==> src/rtl/assert_macros.svh <==
// Assertion macros used by the back end (utf8d_back) of the UTF-8 character decoder.
// Each macro samples on i_clk and is disabled while i_rst_n is low.
`ifndef ASSERT_MACROS_SVH
`define ASSERT_MACROS_SVH

// The property must hold at every clock edge outside reset.
`define ASSERT_ALWAYS(label, prop, msg) \
    label: assert property (@(posedge i_clk) disable iff (!i_rst_n) (prop)) else $error(msg);

// When the trigger holds, the consequence must hold in the same cycle.
`define ASSERT_IMPLIES(label, trig, cons, msg) \
    label: assert property (@(posedge i_clk) disable iff (!i_rst_n) (trig) |-> (cons)) \
        else $error(msg);

// When the trigger holds, the consequence must hold in the following cycle.
`define ASSERT_NEXT(label, trig, cons, msg) \
    label: assert property (@(posedge i_clk) disable iff (!i_rst_n) (trig) |=> (cons)) \
        else $error(msg);

`endif

==> src/rtl/utf8d_pkg.sv <==
// Package of the UTF-8 character decoder: item types, constants and decode tables.
// Used by utf8d_front, utf8d_back and utf8_char_decoder; depends on nothing.
`timescale 1ns / 1ps
`default_nettype none

package utf8d_pkg;

    localparam logic [15:0] C_REPLACEMENT  = 16'hFFFD;
    localparam logic [8:0]  C_TAIL_PATTERN = 9'h02A;
    localparam logic [13:0] C_SURR_TOP     = 14'h001B;
    localparam logic [24:0] C_MAX_CODE     = 25'h000FFFF;
    localparam logic [5:0]  C_TAIL_MASK    = 6'h3F;
    localparam logic [2:0]  C_WINDOW       = 3'd4;

    localparam int unsigned QUEUE_DEPTH = 2;
    localparam int unsigned COUNT_W     = $clog2(QUEUE_DEPTH + 1);
    localparam int unsigned PTR_W       = $clog2(QUEUE_DEPTH);

    typedef struct packed {
        logic [7:0] lead_byte;
        logic [7:0] second_byte;
        logic [7:0] third_byte;
        logic [7:0] fourth_byte;
        logic [2:0] bytes_available;
        logic       end_known;
    } t_in_item;

    typedef struct packed {
        logic [15:0] code_point;
        logic [2:0]  bytes_consumed;
        logic        invalid;
    } t_out_item;

    // Classified item handed from the front to the back.
    typedef struct packed {
        logic [2:0] len;
        logic [2:0] wanted;
        logic [7:0] win0;
        logic [7:0] win1;
        logic [7:0] win2;
        logic [7:0] win3;
    } t_cls_item;

    function automatic logic [2:0] f_len_class(input logic [4:0] top);
        logic [2:0] len;
        len = 3'd0;
        case (top[4:2])
            3'd0, 3'd1, 3'd2, 3'd3: len = 3'd1;
            3'd6:                   len = 3'd2;
            3'd7: begin
                case (top[1:0])
                    2'd0, 2'd1: len = 3'd3;
                    2'd2:       len = 3'd4;
                    default:    len = 3'd0;
                endcase
            end
            default:                len = 3'd0;
        endcase
        return len;
    endfunction

    function automatic logic [6:0] f_lead_mask(input logic [2:0] len);
        logic [6:0] m;
        case (len)
            3'd1:    m = 7'h7F;
            3'd2:    m = 7'h1F;
            3'd3:    m = 7'h0F;
            3'd4:    m = 7'h07;
            default: m = 7'h00;
        endcase
        return m;
    endfunction

    function automatic logic [24:0] f_min_code(input logic [2:0] len);
        logic [24:0] m;
        case (len)
            3'd1:    m = 25'h0000000;
            3'd2:    m = 25'h0000080;
            3'd3:    m = 25'h0000800;
            3'd4:    m = 25'h0010000;
            default: m = 25'h0400000;
        endcase
        return m;
    endfunction

    function automatic logic [4:0] f_code_shift(input logic [2:0] len);
        logic [4:0] s;
        case (len)
            3'd1:    s = 5'd18;
            3'd2:    s = 5'd12;
            3'd3:    s = 5'd6;
            default: s = 5'd0;
        endcase
        return s;
    endfunction

    function automatic logic [2:0] f_err_shift(input logic [2:0] len);
        logic [2:0] s;
        case (len)
            3'd1:    s = 3'd6;
            3'd2:    s = 3'd4;
            3'd3:    s = 3'd2;
            default: s = 3'd0;
        endcase
        return s;
    endfunction

endpackage

`default_nettype wire

==> src/rtl/utf8_char_decoder.sv <==
// Top level of the UTF-8 character decoder: front classifier and back decoder
// joined by a two-entry queue. Uses utf8d_pkg, utf8d_front and utf8d_back.
`timescale 1ns / 1ps
`default_nettype none

// Decodes one UTF-8 character per item from a four-byte window and returns
// its 16-bit code point, the number of bytes to advance and an error flag;
// any error yields 0xFFFD. Both sides are queues: the block sustains one item
// per clock while results are popped as they come, and a pushed item is
// written into the classified-item queue of the front, then passes through
// the decode logic into the result queue of the back. Each queue holds two
// items, but a full queue takes no new item in the cycle it hands one on, so
// at full rate a result that is held back turns into a hold on the input
// once both queues have filled.
module utf8_char_decoder (
    input  wire                   i_clk,
    input  wire                   i_rst_n,
    input  wire                   push,
    output logic                  full,
    input  utf8d_pkg::t_in_item   i_in_item,
    output logic                  empty,
    input  wire                   pop,
    output utf8d_pkg::t_out_item  o_out_item
);

    utf8d_pkg::t_cls_item w_cls;
    logic                 w_cls_valid;
    logic                 w_cls_take;

    utf8d_front u_front (
        .i_clk   (i_clk),
        .i_rst_n (i_rst_n),
        .i_push  (push),
        .o_full  (full),
        .i_item  (i_in_item),
        .o_valid (w_cls_valid),
        .i_take  (w_cls_take),
        .o_cls   (w_cls)
    );

    utf8d_back u_back (
        .i_clk   (i_clk),
        .i_rst_n (i_rst_n),
        .i_valid (w_cls_valid),
        .o_take  (w_cls_take),
        .i_cls   (w_cls),
        .o_empty (empty),
        .i_pop   (pop),
        .o_item  (o_out_item)
    );

endmodule

`default_nettype wire

==> src/rtl/utf8d_front.sv <==
// Front end of the UTF-8 decoder: accepts input items, classifies the lead
// byte and masks the window, then queues classified items. Uses utf8d_pkg.
`timescale 1ns / 1ps
`default_nettype none

module utf8d_front (
    input  wire                   i_clk,
    input  wire                   i_rst_n,
    input  wire                   i_push,
    output logic                  o_full,
    input  utf8d_pkg::t_in_item   i_item,
    output logic                  o_valid,
    input  wire                   i_take,
    output utf8d_pkg::t_cls_item  o_cls
);

    utf8d_pkg::t_cls_item                 w_cls;
    logic [2:0]                           w_avail;
    logic                                 w_wr;
    logic                                 w_rd;

    utf8d_pkg::t_cls_item                 r_q [utf8d_pkg::QUEUE_DEPTH];
    logic [utf8d_pkg::COUNT_W-1:0]        r_count;
    logic [utf8d_pkg::COUNT_W-1:0]        n_count;
    logic [utf8d_pkg::PTR_W-1:0]          r_wr_ptr;
    logic [utf8d_pkg::PTR_W-1:0]          r_rd_ptr;

    always_comb begin
        w_cls.len    = utf8d_pkg::f_len_class(i_item.lead_byte[7:3]);
        w_cls.wanted = (w_cls.len == 3'd0) ? 3'd1 : w_cls.len;
        // Without a known end the text is assumed to hold the whole sequence.
        if (i_item.end_known) begin
            w_avail = (i_item.bytes_available > utf8d_pkg::C_WINDOW) ?
                      utf8d_pkg::C_WINDOW : i_item.bytes_available;
        end else begin
            w_avail = w_cls.wanted;
        end
        w_cls.win0 = (w_avail > 3'd0) ? i_item.lead_byte   : 8'h00;
        w_cls.win1 = (w_avail > 3'd1) ? i_item.second_byte : 8'h00;
        w_cls.win2 = (w_avail > 3'd2) ? i_item.third_byte  : 8'h00;
        w_cls.win3 = (w_avail > 3'd3) ? i_item.fourth_byte : 8'h00;
    end

    assign o_full  = (r_count == utf8d_pkg::COUNT_W'(utf8d_pkg::QUEUE_DEPTH));
    assign o_valid = (r_count != '0);
    assign o_cls   = r_q[r_rd_ptr];
    assign w_wr    = i_push && !o_full;
    assign w_rd    = i_take && o_valid;

    always_comb begin
        n_count = r_count;
        if (w_wr && !w_rd) begin
            n_count = r_count + 1'b1;
        end else if (w_rd && !w_wr) begin
            n_count = r_count - 1'b1;
        end
    end

    always_ff @(posedge i_clk) begin
        if (!i_rst_n) begin
            r_count  <= '0;
            r_wr_ptr <= '0;
            r_rd_ptr <= '0;
        end else begin
            r_count <= n_count;
            if (w_wr) begin
                r_wr_ptr <= r_wr_ptr + 1'b1;
            end
            if (w_rd) begin
                r_rd_ptr <= r_rd_ptr + 1'b1;
            end
        end
    end

    always_ff @(posedge i_clk) begin
        if (w_wr) begin
            r_q[r_wr_ptr] <= w_cls;
        end
    end

endmodule

`default_nettype wire

==> src/rtl/utf8d_back.sv <==
// Back end of the UTF-8 decoder: assembles the code point, collects the error
// word and queues results. Uses utf8d_pkg and assert_macros.svh.
`timescale 1ns / 1ps
`default_nettype none

`include "assert_macros.svh"

module utf8d_back (
    input  wire                   i_clk,
    input  wire                   i_rst_n,
    input  wire                   i_valid,
    output logic                  o_take,
    input  utf8d_pkg::t_cls_item  i_cls,
    output logic                  o_empty,
    input  wire                   i_pop,
    output utf8d_pkg::t_out_item  o_item
);

    logic [6:0]                           w_lead;
    logic [24:0]                          w_raw;
    logic [24:0]                          w_code;
    logic [8:0]                           w_err_raw;
    logic [8:0]                           w_err;
    logic [2:0]                           w_nonzero;
    utf8d_pkg::t_out_item                 w_res;
    logic                                 w_rd;

    utf8d_pkg::t_out_item                 r_q [utf8d_pkg::QUEUE_DEPTH];
    logic [utf8d_pkg::COUNT_W-1:0]        r_count;
    logic [utf8d_pkg::COUNT_W-1:0]        n_count;
    logic [utf8d_pkg::PTR_W-1:0]          r_wr_ptr;
    logic [utf8d_pkg::PTR_W-1:0]          r_rd_ptr;

    always_comb begin
        w_lead = i_cls.win0[6:0] & utf8d_pkg::f_lead_mask(i_cls.len);
        // Assemble as a full four-byte form, then drop the unused low bits.
        w_raw  = {w_lead, 18'd0}
               | {7'd0, i_cls.win1[5:0] & utf8d_pkg::C_TAIL_MASK,
                        i_cls.win2[5:0] & utf8d_pkg::C_TAIL_MASK,
                        i_cls.win3[5:0] & utf8d_pkg::C_TAIL_MASK};
        w_code = w_raw >> utf8d_pkg::f_code_shift(i_cls.len);

        w_err_raw = {(w_code > utf8d_pkg::C_MAX_CODE),
                     (w_code[24:11] == utf8d_pkg::C_SURR_TOP),
                     (w_code < utf8d_pkg::f_min_code(i_cls.len)),
                     i_cls.win1[7:6], i_cls.win2[7:6], i_cls.win3[7:6]};
        // Each tail must read 10b; shorter forms shift out the unused checks.
        w_err = (w_err_raw ^ utf8d_pkg::C_TAIL_PATTERN) >> utf8d_pkg::f_err_shift(i_cls.len);

        w_nonzero = 3'(i_cls.win0 != 8'h00) + 3'(i_cls.win1 != 8'h00)
                  + 3'(i_cls.win2 != 8'h00) + 3'(i_cls.win3 != 8'h00);

        if (w_err != 9'd0) begin
            w_res.code_point     = utf8d_pkg::C_REPLACEMENT;
            w_res.bytes_consumed = (w_nonzero < i_cls.wanted) ? w_nonzero : i_cls.wanted;
            w_res.invalid        = 1'b1;
        end else begin
            w_res.code_point     = w_code[15:0];
            w_res.bytes_consumed = i_cls.wanted;
            w_res.invalid        = 1'b0;
        end
    end

    assign o_take  = i_valid && (r_count != utf8d_pkg::COUNT_W'(utf8d_pkg::QUEUE_DEPTH));
    assign o_empty = (r_count == '0);
    assign o_item  = r_q[r_rd_ptr];
    assign w_rd    = i_pop && !o_empty;

    always_comb begin
        n_count = r_count;
        if (o_take && !w_rd) begin
            n_count = r_count + 1'b1;
        end else if (w_rd && !o_take) begin
            n_count = r_count - 1'b1;
        end
    end

    always_ff @(posedge i_clk) begin
        if (!i_rst_n) begin
            r_count  <= '0;
            r_wr_ptr <= '0;
            r_rd_ptr <= '0;
        end else begin
            r_count <= n_count;
            if (o_take) begin
                r_wr_ptr <= r_wr_ptr + 1'b1;
            end
            if (w_rd) begin
                r_rd_ptr <= r_rd_ptr + 1'b1;
            end
        end
    end

    always_ff @(posedge i_clk) begin
        if (o_take) begin
            r_q[r_wr_ptr] <= w_res;
        end
    end

    `ASSERT_ALWAYS(a_count_bound,
        r_count <= utf8d_pkg::COUNT_W'(utf8d_pkg::QUEUE_DEPTH), "result queue overflow")
    `ASSERT_IMPLIES(a_invalid_repl, !o_empty && o_item.invalid,
        o_item.code_point == utf8d_pkg::C_REPLACEMENT, "invalid item without replacement")
    `ASSERT_IMPLIES(a_consumed_bound, !o_empty,
        o_item.bytes_consumed <= utf8d_pkg::C_WINDOW, "item consumes more than the window")
    `ASSERT_NEXT(a_take_lands, o_take && !w_rd,
        !o_empty, "taken item did not reach the result queue")

endmodule

`default_nettype wire

==> config.mk <==
export PLATFORM = sky130hd
export DESIGN_NAME = utf8_char_decoder
export DESIGN_NICKNAME = d
export VERILOG_FILES = /design/src/rtl/utf8d_pkg.sv /design/src/rtl/utf8_char_decoder.sv /design/src/rtl/utf8d_front.sv /design/src/rtl/utf8d_back.sv
export VERILOG_INCLUDE_DIRS = /design/src /design/src/rtl
export SDC_FILE = /design/constraint.sdc
export NUM_CORES = 1
export LEC_CHECK = 0
export ABC_AREA = 0
export ABC_CLOCK_PERIOD_IN_PS = 4000
export BUFFER_PORTS_ARGS = -buffer_cell sky130_fd_sc_hd__buf_4
export CAP_MARGIN = 30
export CORE_ASPECT_RATIO = 0.75
export CORE_MARGIN = 2
export CORE_UTILIZATION = 40
export CTS_BUF_LIST = sky130_fd_sc_hd__clkbuf_8 sky130_fd_sc_hd__clkbuf_16
export CTS_CLUSTER_SIZE = 24
export DETAILED_ROUTE_END_ITERATION = 8
export PLACE_DENSITY = 0.65
export SYNTH_ARGS = -nofsm -noshare
export SYNTH_HDL_FRONTEND = slang
export SYNTH_SLANG_ARGS = --single-unit
export TNS_END_PERCENT = 20
==> constraint.sdc <==
create_clock -name i_clk -period 4 [get_ports i_clk]
set_clock_uncertainty 0.1 [all_clocks]
set_input_delay 0.4 -clock i_clk [delete_from_list [all_inputs] [get_ports i_clk]]
set_output_delay 0.4 -clock i_clk [all_outputs]
set_load 0.02 [all_outputs]
==> qor.txt, run 1 <==
Fin Hold WS: 0.1752 ns
final worst-path cycle share: 97.73%
Post-DP Area: 0.006919 mm^2
H-tree depth: 4
RePlAce Congestion: 0.9277
die height: 110.3 um
Register Area: 0.003567 mm^2
arrival time worst endpoint: 3.96 ns
pin count of the biggest net entering global routing: 37
leakage dissipation: 2.757 nW
Vias: 4142
Synth area leaders: edfxtp_1, mux2_2, mux2i_1, and2_1, dfxtp_1
Cells after Synth: 463
Max Fclk: 0.2558 GHz
Post-synth EDFFs: 112
initial drt markers: 364
WL final: 14.43 mm
share of cells above drive strength 1: 31.79%
IO buf count: 61
Slowest-stage cell, CP: dfxtp_4
Pre-antenna DRT Iters: 5
CP peak stage delay: 0.41 ns
number of global-route vias before repair: 4038
post-synth top area cell: edfxtp_1
die width: 145.7 um
Final Max Tran Viols: 0
# diodes: 0
min-delay worst type: input pin to flop
CTS max path bufs: 2
Avg WL per Cell: 18.45 um
ANT nets after route: 0
fin area: 0.007595 mm^2
Synth async-reset ratio: 0%
clock slew at reported path FFs: 0.05 ns
syn avg cell area: 13.01 um^2
FF+latch count, synth: 122
gr ovfl total: 0
Num CTS Buffers: 17
reg-to-reg slack, setup: 0.09 ns
Max transition margin: 35.58%
Area Overhead vs Synth: 26.04%
GRT Total Usage: 18.57%
most numerous cell in the Yosys netlist: edfxtp_1
Unique masters post-synth: 65
slack of the critical path: 0.09089 ns
CP delay by family, top: adder cells
HPWL after DPL: 10.56 mm
Final Hold Vio Count: 0
die area: 0.01607 mm^2
Finish-stage setup viols: 0
max cap viols: 0
syn nets: 514
Layout Nets: 620
synth cell count leaders: edfxtp_1, mux2_2, and2_1, nand2_1, nor2_1
Main synth FF type: edfxtp_1
placed insts: 743
synth warn: 0
Total Power: 0.005196 W
# IOs: 62
Clock Latency Late Sink: 0.41 ns
TritonCTS clock tree: yes
pwr dens: 684.1 mW/mm^2
Rows: 38
area of the multi-input gates: 0.002357 mm^2
Worst Path Class, Setup: flop to flop
FILL cells: 1285
status: completed
Synth Cell Area: 0.006026 mm^2
Initial Util: 41.28%
antenna violations before repair: 0
fin cells: 782
hold buffers post-CTS: 0
most used cell, CP: ha_1
DR DRC count: 0
routed vias/inst: 5.297
Tmin final: 3.909 ns
post-synthesis sequential area ratio: 59.14%
CP Max Fanout: 8
Buffers & Inverters on Critical Path: 3
DP Worst Slack: -0.06707 ns
clock root buffer: clkbuf_16
Synth top area share: 55.81%
CORE AREA: 0.01460 mm^2
# clock sinks: 122
first-pass GRT wire length: 22.65 mm
Least-Margin Pin Slew: 0.9663 ns
Startpoint Class: flop
Worst EP required: 4.05 ns
Critical Path Sink Type: flop
Peak VDD IR: 0.3425 mV
worst path cell trace: buf_6 -> mux2i_1 -> nand4_1 -> or3_1 -> ha_1 -> inv_1 -> fa_1 -> inv_1 -> ha_1 -> ha_1 -> a21oi_2 -> nor2b_1 -> a311o_1 -> mux2_1
metal layers:
metal	global-route usage, %	vias up	part of all wire [%]
met4	4.832	0	0.55
met2	27.59	155	43
met1	27.39	2012	50
li1	-	1962	-
met3	4.403	13	6.2
met5	0	-	0
kinds of logic after synthesis:
family / Yosys count / share of synthesized area, %
AOI/OAI and AO/OA: 78 / 9.386
adders and majority gates: 11 / 2.409
other: 1 / 0.06223
and+or+nand+nor: 143 / 12.21
muxes: 69 / 13.31
DFF: 122 / 59.14
xor gates and xnor gates: 6 / 0.8721
buffers and inverters: 33 / 2.616
worst paths after layout:
check / from / cells past startpoint / endpoint
max: flop / 14 / u_back.r_q[0][2]
min reg2reg: u_front.r_count[1] / 2 / u_front.r_count[1]
min: i_rst_n / 2 / u_front.r_wr_ptr
max reg2reg: flop / 14 / u_back.r_q[0][2]
timing repair:
item                       in CTS  in global routing
pin swaps                       0                  2
gates resized for setup         1                 14
buffers inserted                0                  7
hold endpoints to repair        0                  0
setup endpoints to repair       4                  4
registers in the layout, summed over array words and instances, names as in the netlist, named ones only:
signal / flops
u_back.r_q: 40
u_back.r_wr_ptr: 1
u_back.r_count: 2
u_front.r_wr_ptr: 1
u_front.r_rd_ptr: 1
u_front.r_count: 2
u_front.r_q: 72
u_back.r_rd_ptr: 1
layout by cell type, fill, tap and decap left out, drive strengths merged, types with 3 or more instances in the layout:
cell	n
nand2b	5
nand2	33
nand4	5
a21oi	16
inv	23
a32o	3
ha	10
bufinv	3
buf	101
clkbuf	17
edfxtp	112
nand3	5
o21ai	14
a211oi	3
nor2	31
clkinv	7
a22oi	6
and2	33
o21a	5
dfxtp	10
nor4	5
mux2i	27
o211ai	5
a21boi	3
nor3	6
nor2b	9
o22ai	5
mux2	40
xnor2	4
or3	3
layout make-up:
cell class | count | area share (%)
sequential | 122 | 46.97
multi-input combinational | 308 | 31.04
timing repair buffer | 101 | 10.25
clock buffer | 17 | 5.601
tap | 200 | 3.295
clock inverter | 15 | 1.878
inverter | 19 | 0.9720
worst reg2reg max path, cell delays in order (launching register included):
cell and delay, ns:
dfxtp_4 0.41, buf_6 0.15, mux2i_1 0.29, nand4_1 0.13
or3_1 0.34, ha_1 0.30, inv_1 0.05, fa_1 0.40
inv_1 0.08, ha_1 0.24, ha_1 0.30, a21oi_2 0.12
nor2b_1 0.05, a311o_1 0.34, mux2_1 0.34
metrics by stage:
stage          util [%]   TNS, ns
6_report          52.03         0
4_1_cts           51.31         0
3_3_place_gp      47.27         0
2_1_floorplan         -         0
3_5_place_dp      47.40   -0.2305
5_1_grt           52.03  -0.02451
power by group:
group	switching (W)	internal, W
Combinational	0.00105	0.000831
Sequential	0.000139	0.00171
Clock	0.000511	0.000954
No activity file was read; power rests on OpenSTA's default activity.
==> run 2, diff against run 1 <==
--- a/config.mk
+++ b/config.mk
@@ -18,3 +18,5 @@
 export DETAILED_ROUTE_END_ITERATION = 8
+export HOLD_SLACK_MARGIN = 0.05
 export PLACE_DENSITY = 0.65
+export SETUP_SLACK_MARGIN = 0.4
 export SYNTH_ARGS = -nofsm -noshare
==> constraint.sdc (replaced) <==
create_clock -name i_clk -period 4 [get_ports i_clk]
set_clock_uncertainty 0.1 [all_clocks]
set_input_delay 1 -clock i_clk [delete_from_list [all_inputs] [get_ports i_clk]]
set_output_delay 1 -clock i_clk [all_outputs]
set_load 0.02 [all_outputs]
==> qor.txt, run 2 (synthesis gave the netlist of run 1 again) <==
fin cells: 771
H-tree depth: 4
Initial Util: 41.28%
final worst-path cycle share: 90.47%
first-pass GRT wire length: 22.65 mm
gr ovfl total: 0
die area: 0.01607 mm^2
leakage dissipation: 2.758 nW
die width: 145.7 um
Finish-stage setup viols: 0
Max Fclk: 0.2763 GHz
Fin Hold WS: 0.4132 ns
most frequent cells in the layout: edfxtp_1, buf_4, nand2_1, mux2_2, and2_1
Tmin final: 3.619 ns
commonest non-fill, non-tap cell in the layout: edfxtp_1
Worst EP required: 4.05 ns
Least-Margin Pin Slew: 0.9395 ns
Clock Latency Late Sink: 0.40 ns
status: completed
Pre-antenna DRT Iters: 5
HPWL after DPL: 10.55 mm
Num CTS Buffers: 17
initial drt markers: 346
DR DRC count: 0
antenna violations before repair: 0
clock root buffer: clkbuf_16
unrepaired setup endpoints after global routing: yes
share of cells above drive strength 1: 34.50%
leading registers by flop count: u_front.r_q: 72 flops, u_back.r_q: 40 flops
pin count of the biggest net entering global routing: 39
Biggest register: u_front.r_q
CORE AREA: 0.01460 mm^2
GRT Total Usage: 18.67%
# IOs: 62
Startpoint Class: flop
Avg WL per Cell: 18.94 um
RePlAce Congestion: 0.9788
Final Hold Vio Count: 0
clock slew at reported path FFs: 0.05 ns
Area Overhead vs Synth: 28.05%
pwr dens: 684.4 mW/mm^2
Peak VDD IR: 0.3840 mV
max cap viols: 0
placed insts: 730
Max transition margin: 37.37%
number of global-route vias before repair: 4104
min-delay worst type: flop to flop
arrival time worst endpoint: 3.67 ns
routed vias/inst: 5.340
Vias: 4117
Critical Path Sink Type: flop
# diodes: 0
CP Max Fanout: 7
# clock sinks: 122
die height: 110.3 um
Final Max Tran Viols: 0
Worst Path Class, Setup: flop to flop
Layout Nets: 609
max reg flops: 72
ANT nets after route: 0
WL final: 14.60 mm
CTS max path bufs: 2
IO buf count: 61
TNS Setup: 0 ns
hold buffers post-CTS: 0
Rows: 38
TritonCTS clock tree: yes
-- run 2: cell count changes in the layout (fill, tap and decap cells not counted), moves of 4 or more --
cell      before  now
clkinv_1       4    0
buf_4         98   83
clkbuf_8       0    4
mux2_4         3    7
-- run 2: worst paths after layout --
kind / slack [ns] / startpoint / to / cells after the start
hold / removal: 0.41 / u_front.r_count[1] / u_front.r_count[1] / 2
setup reg to reg: 0.38 / flop / u_back.r_q[1][1] / 13
setup / recovery: 0.38 / flop / u_back.r_q[1][1] / 13
hold reg to reg: 0.41 / u_front.r_count[1] / u_front.r_count[1] / 2
-- run 2: layer usage --
layer / global-route usage [%] / up-vias / wire [um]
li1: - / 1944 / -
met1: 26.87 / 1990 / 7254
met2: 27.06 / 159 / 6058
met3: 5.885 / 24 / 1060
met4: 5.602 / 0 / 229
met5: 0 / - / 0
-- run 2: power by group --
part	internal [W]	total [W]	leakage, nW	switching (W)
Clock	0.000970	0.00148	0.298	0.000508
Combinational	0.000873	0.00195	1.38	0.00107
Sequential	0.00171	0.00186	1.08	0.000148
Total	0.00355	0.00528	2.76	0.00173
-- run 2: per-stage QoR --
stage / instance area [um^2] / util, % / power, W / setup WS [ns]
floorplan: 6066 / - / 0.003028 / 0.07570
global placement: 6823 / 46.74 / 0.003575 / 0.1833
detailed placement: 6843 / 46.88 / 0.003612 / 0.1349
CTS: 7595 / 52.03 / 0.005202 / 0.2832
global route: 7716 / 52.86 / 0.005523 / 0.2833
finish: 7716 / 52.86 / 0.005281 / 0.3810
-- run 2: worst max-delay path, cell delays in order, from the launching register on --
cell	delay [ns]
dfxtp_4	0.43
buf_12	0.14
mux2_4	0.32
or3_4	0.40
ha_4	0.27
inv_2	0.03
fa_2	0.35
inv_2	0.08
ha_4	0.21
ha_4	0.21
a21oi_2	0.11
nor2b_1	0.05
a311o_1	0.32
mux2_4	0.32
-- run 2: area by class of cell --
class,count,area (um^2)
tap,200,250.2
multi-input combinational,308,2475
clock inverter,11,106.4
inverter,19,75.07
clock buffer,21,480.5
sequential,122,3567
fill,1256,6880
timing repair buffer,90,762.0
-- run 2: what timing repair did --
item                       in CTS  in global routing
setup endpoints to repair      36                 36
resized for setup              19                 18
setup buffers                   7                  1
pin swaps                       6                  8
gates cloned                    0                  1
==> run 3, diff against run 2 <==
- CAP_MARGIN: 30 -> unset
- CTS_BUF_LIST: sky130_fd_sc_hd__clkbuf_8 sky130_fd_sc_hd__clkbuf_16 -> unset
==> qor.txt, run 3 (synthesis gave the netlist of run 1 again) <==
Combinational Power Share: 36.6%
TritonCTS clock tree: yes
commonest non-fill, non-tap cell in the layout: edfxtp_1
Critical Path Sink Type: flop
DP Worst Slack: 0.1261 ns
Initial Util: 41.28%
pin count of the biggest net entering global routing: 39
worst path cell trace: buf_12 -> nor4_4 -> a21oi_1 -> or3_4 -> ha_4 -> inv_2 -> fa_2 -> inv_2 -> ha_4 -> ha_4 -> a21oi_2 -> nor2b_1 -> a311o_1 -> mux2_4
antenna violations before repair: 0
final worst-path cycle share: 89.19%
die area: 0.01607 mm^2
FILL cells: 1264
Sw Pwr: 0.001801 W
slack of the critical path: 0.4323 ns
number of global-route vias before repair: 4037
first-pass GRT wire length: 22.62 mm
die height: 110.3 um
status: completed
Register Area: 0.003567 mm^2
Max Fclk: 0.2803 GHz
Layout Nets: 613
H-tree depth: 4
CP peak stage delay: 0.39 ns
Startpoint Class: flop
leading registers by flop count: u_front.r_q: 72 flops, u_back.r_q: 40 flops
Final Max Tran Viols: 0
initial drt markers: 351
Sw Share: 33.69%
min-delay worst type: flop to flop
CORE AREA: 0.01460 mm^2
share of cells above drive strength 1: 35.48%
ANT nets after route: 0
# IOs: 62
WL final: 14.81 mm
RePlAce Congestion: 0.9788
Clock Latency Late Sink: 0.41 ns
clock slew at reported path FFs: 0.06 ns
area of the multi-input gates: 0.002479 mm^2
Rows: 38
Num CTS Buffers: 17
Biggest register: u_front.r_q
CP delay by family, top: adder cells
Max transition margin: 28.51%
Vias: 4132
Buffers & Inverters on Critical Path: 3
Area Overhead vs Synth: 28.51%
Fin Hold WS: 0.4139 ns
Clk pwr share: 28.7%
Peak VDD IR: 0.3491 mV
most frequent cells in the layout: edfxtp_1, buf_4, nand2_1, and2_1, mux2_2
Finish-stage setup viols: 0
Finished Core Util: 53.05%
die width: 145.7 um
routed vias/inst: 5.332
Avg WL per Cell: 19.10 um
max reg flops: 72
unrepaired setup endpoints after global routing: yes
Slowest-stage cell, CP: or3_4
Tmin final: 3.568 ns
CP Max Fanout: 8
# clock sinks: 122
# diodes: 0
Worst EP required: 4.05 ns
arrival time worst endpoint: 3.62 ns
CTS max path bufs: 2
DR DRC count: 0
leakage dissipation: 2.757 nW
Pre-antenna DRT Iters: 5
Worst Path Class, Setup: flop to flop
Pint: 0.003544 W
HPWL after DPL: 10.40 mm
gr ovfl total: 0
max cap viols: 0
Sequential Power Share: 34.7%
IO buf count: 61
pwr dens: 690.2 mW/mm^2
Least-Margin Pin Slew: 1.070 ns
hold buffers post-CTS: 0
clock root buffer: clkbuf_16
Final Hold Vio Count: 0
TNS Setup: 0 ns
GRT Total Usage: 18.71%
most used cell, CP: ha_4
[run 3: cell types whose count changed in the layout (fill, tap and decap cells not counted), sizes merged]
cell	previous run	this run
bufinv	2	1
clkinvlp	2	5
clkinv	5	3
buf	89	93
[run 3: worst reg2reg max path, cell delays in order, from the launching register on]
cell and delay (ns):
dfxtp_4 0.38, buf_12 0.15, nor4_4 0.27, a21oi_1 0.09, or3_4 0.39, ha_4 0.28, inv_2 0.03, fa_2 0.33
inv_2 0.08, ha_4 0.20, ha_4 0.21, a21oi_2 0.10, nor2b_1 0.05, a311o_1 0.31, mux2_4 0.32
[run 3: worst paths after layout]
check,from,endpoint,slack [ns],cells past startpoint
hold / removal,u_front.r_count[1],u_front.r_count[1],0.41,2
hold reg to reg,u_front.r_count[1],u_front.r_count[1],0.41,2
setup / recovery,flop,u_back.r_q[0][1],0.43,14
setup reg to reg,flop,u_back.r_q[0][1],0.43,14
[run 3: per-layer routing]
metal	vias up	track usage, %	share of wire (%)
met3	30	6.914	8.2
met2	159	26.38	42
met1	1995	26.84	48
met5	-	0	0
met4	0	5.602	1.6
li1	1948	-	-
[run 3: stage by stage]
step / std cells / cell area, um^2 / power (W)
after CTS: 767 / 7556 / 0.005206
final: 775 / 7744 / 0.005345
after global placement: 729 / 6823 / 0.003575
after global routing: 775 / 7744 / 0.005583
after detailed placement: 729 / 6823 / 0.003605
after floorplan: 463 / 6066 / 0.003028
[run 3: power by group through the flow]
stage	Combinational [W]	Sequential (W)	Clock, W
finish	0.00196	0.00186	0.00153
floorplan	0.00122	0.00181	0
CTS	0.00181	0.00185	0.00154
global route	0.00209	0.00188	0.00161
global placement	0.00170	0.00188	0
detailed placement	0.00172	0.00189	0
[run 3: area by class of cell]
type | count | share of cell area, %
sequential | 122 | 46.07
inverter | 19 | 0.9533
clock buffer | 21 | 6.495
tap | 200 | 3.232
multi-input combinational | 308 | 32.01
timing repair buffer | 94 | 9.856
clock inverter | 11 | 1.390
[run 3: what timing repair did]
action	in CTS	in global routing
buffers inserted	6	7
gates cloned	0	1
gates resized for setup	18	24
pin swaps	4	6
setup endpoints to repair	36	36
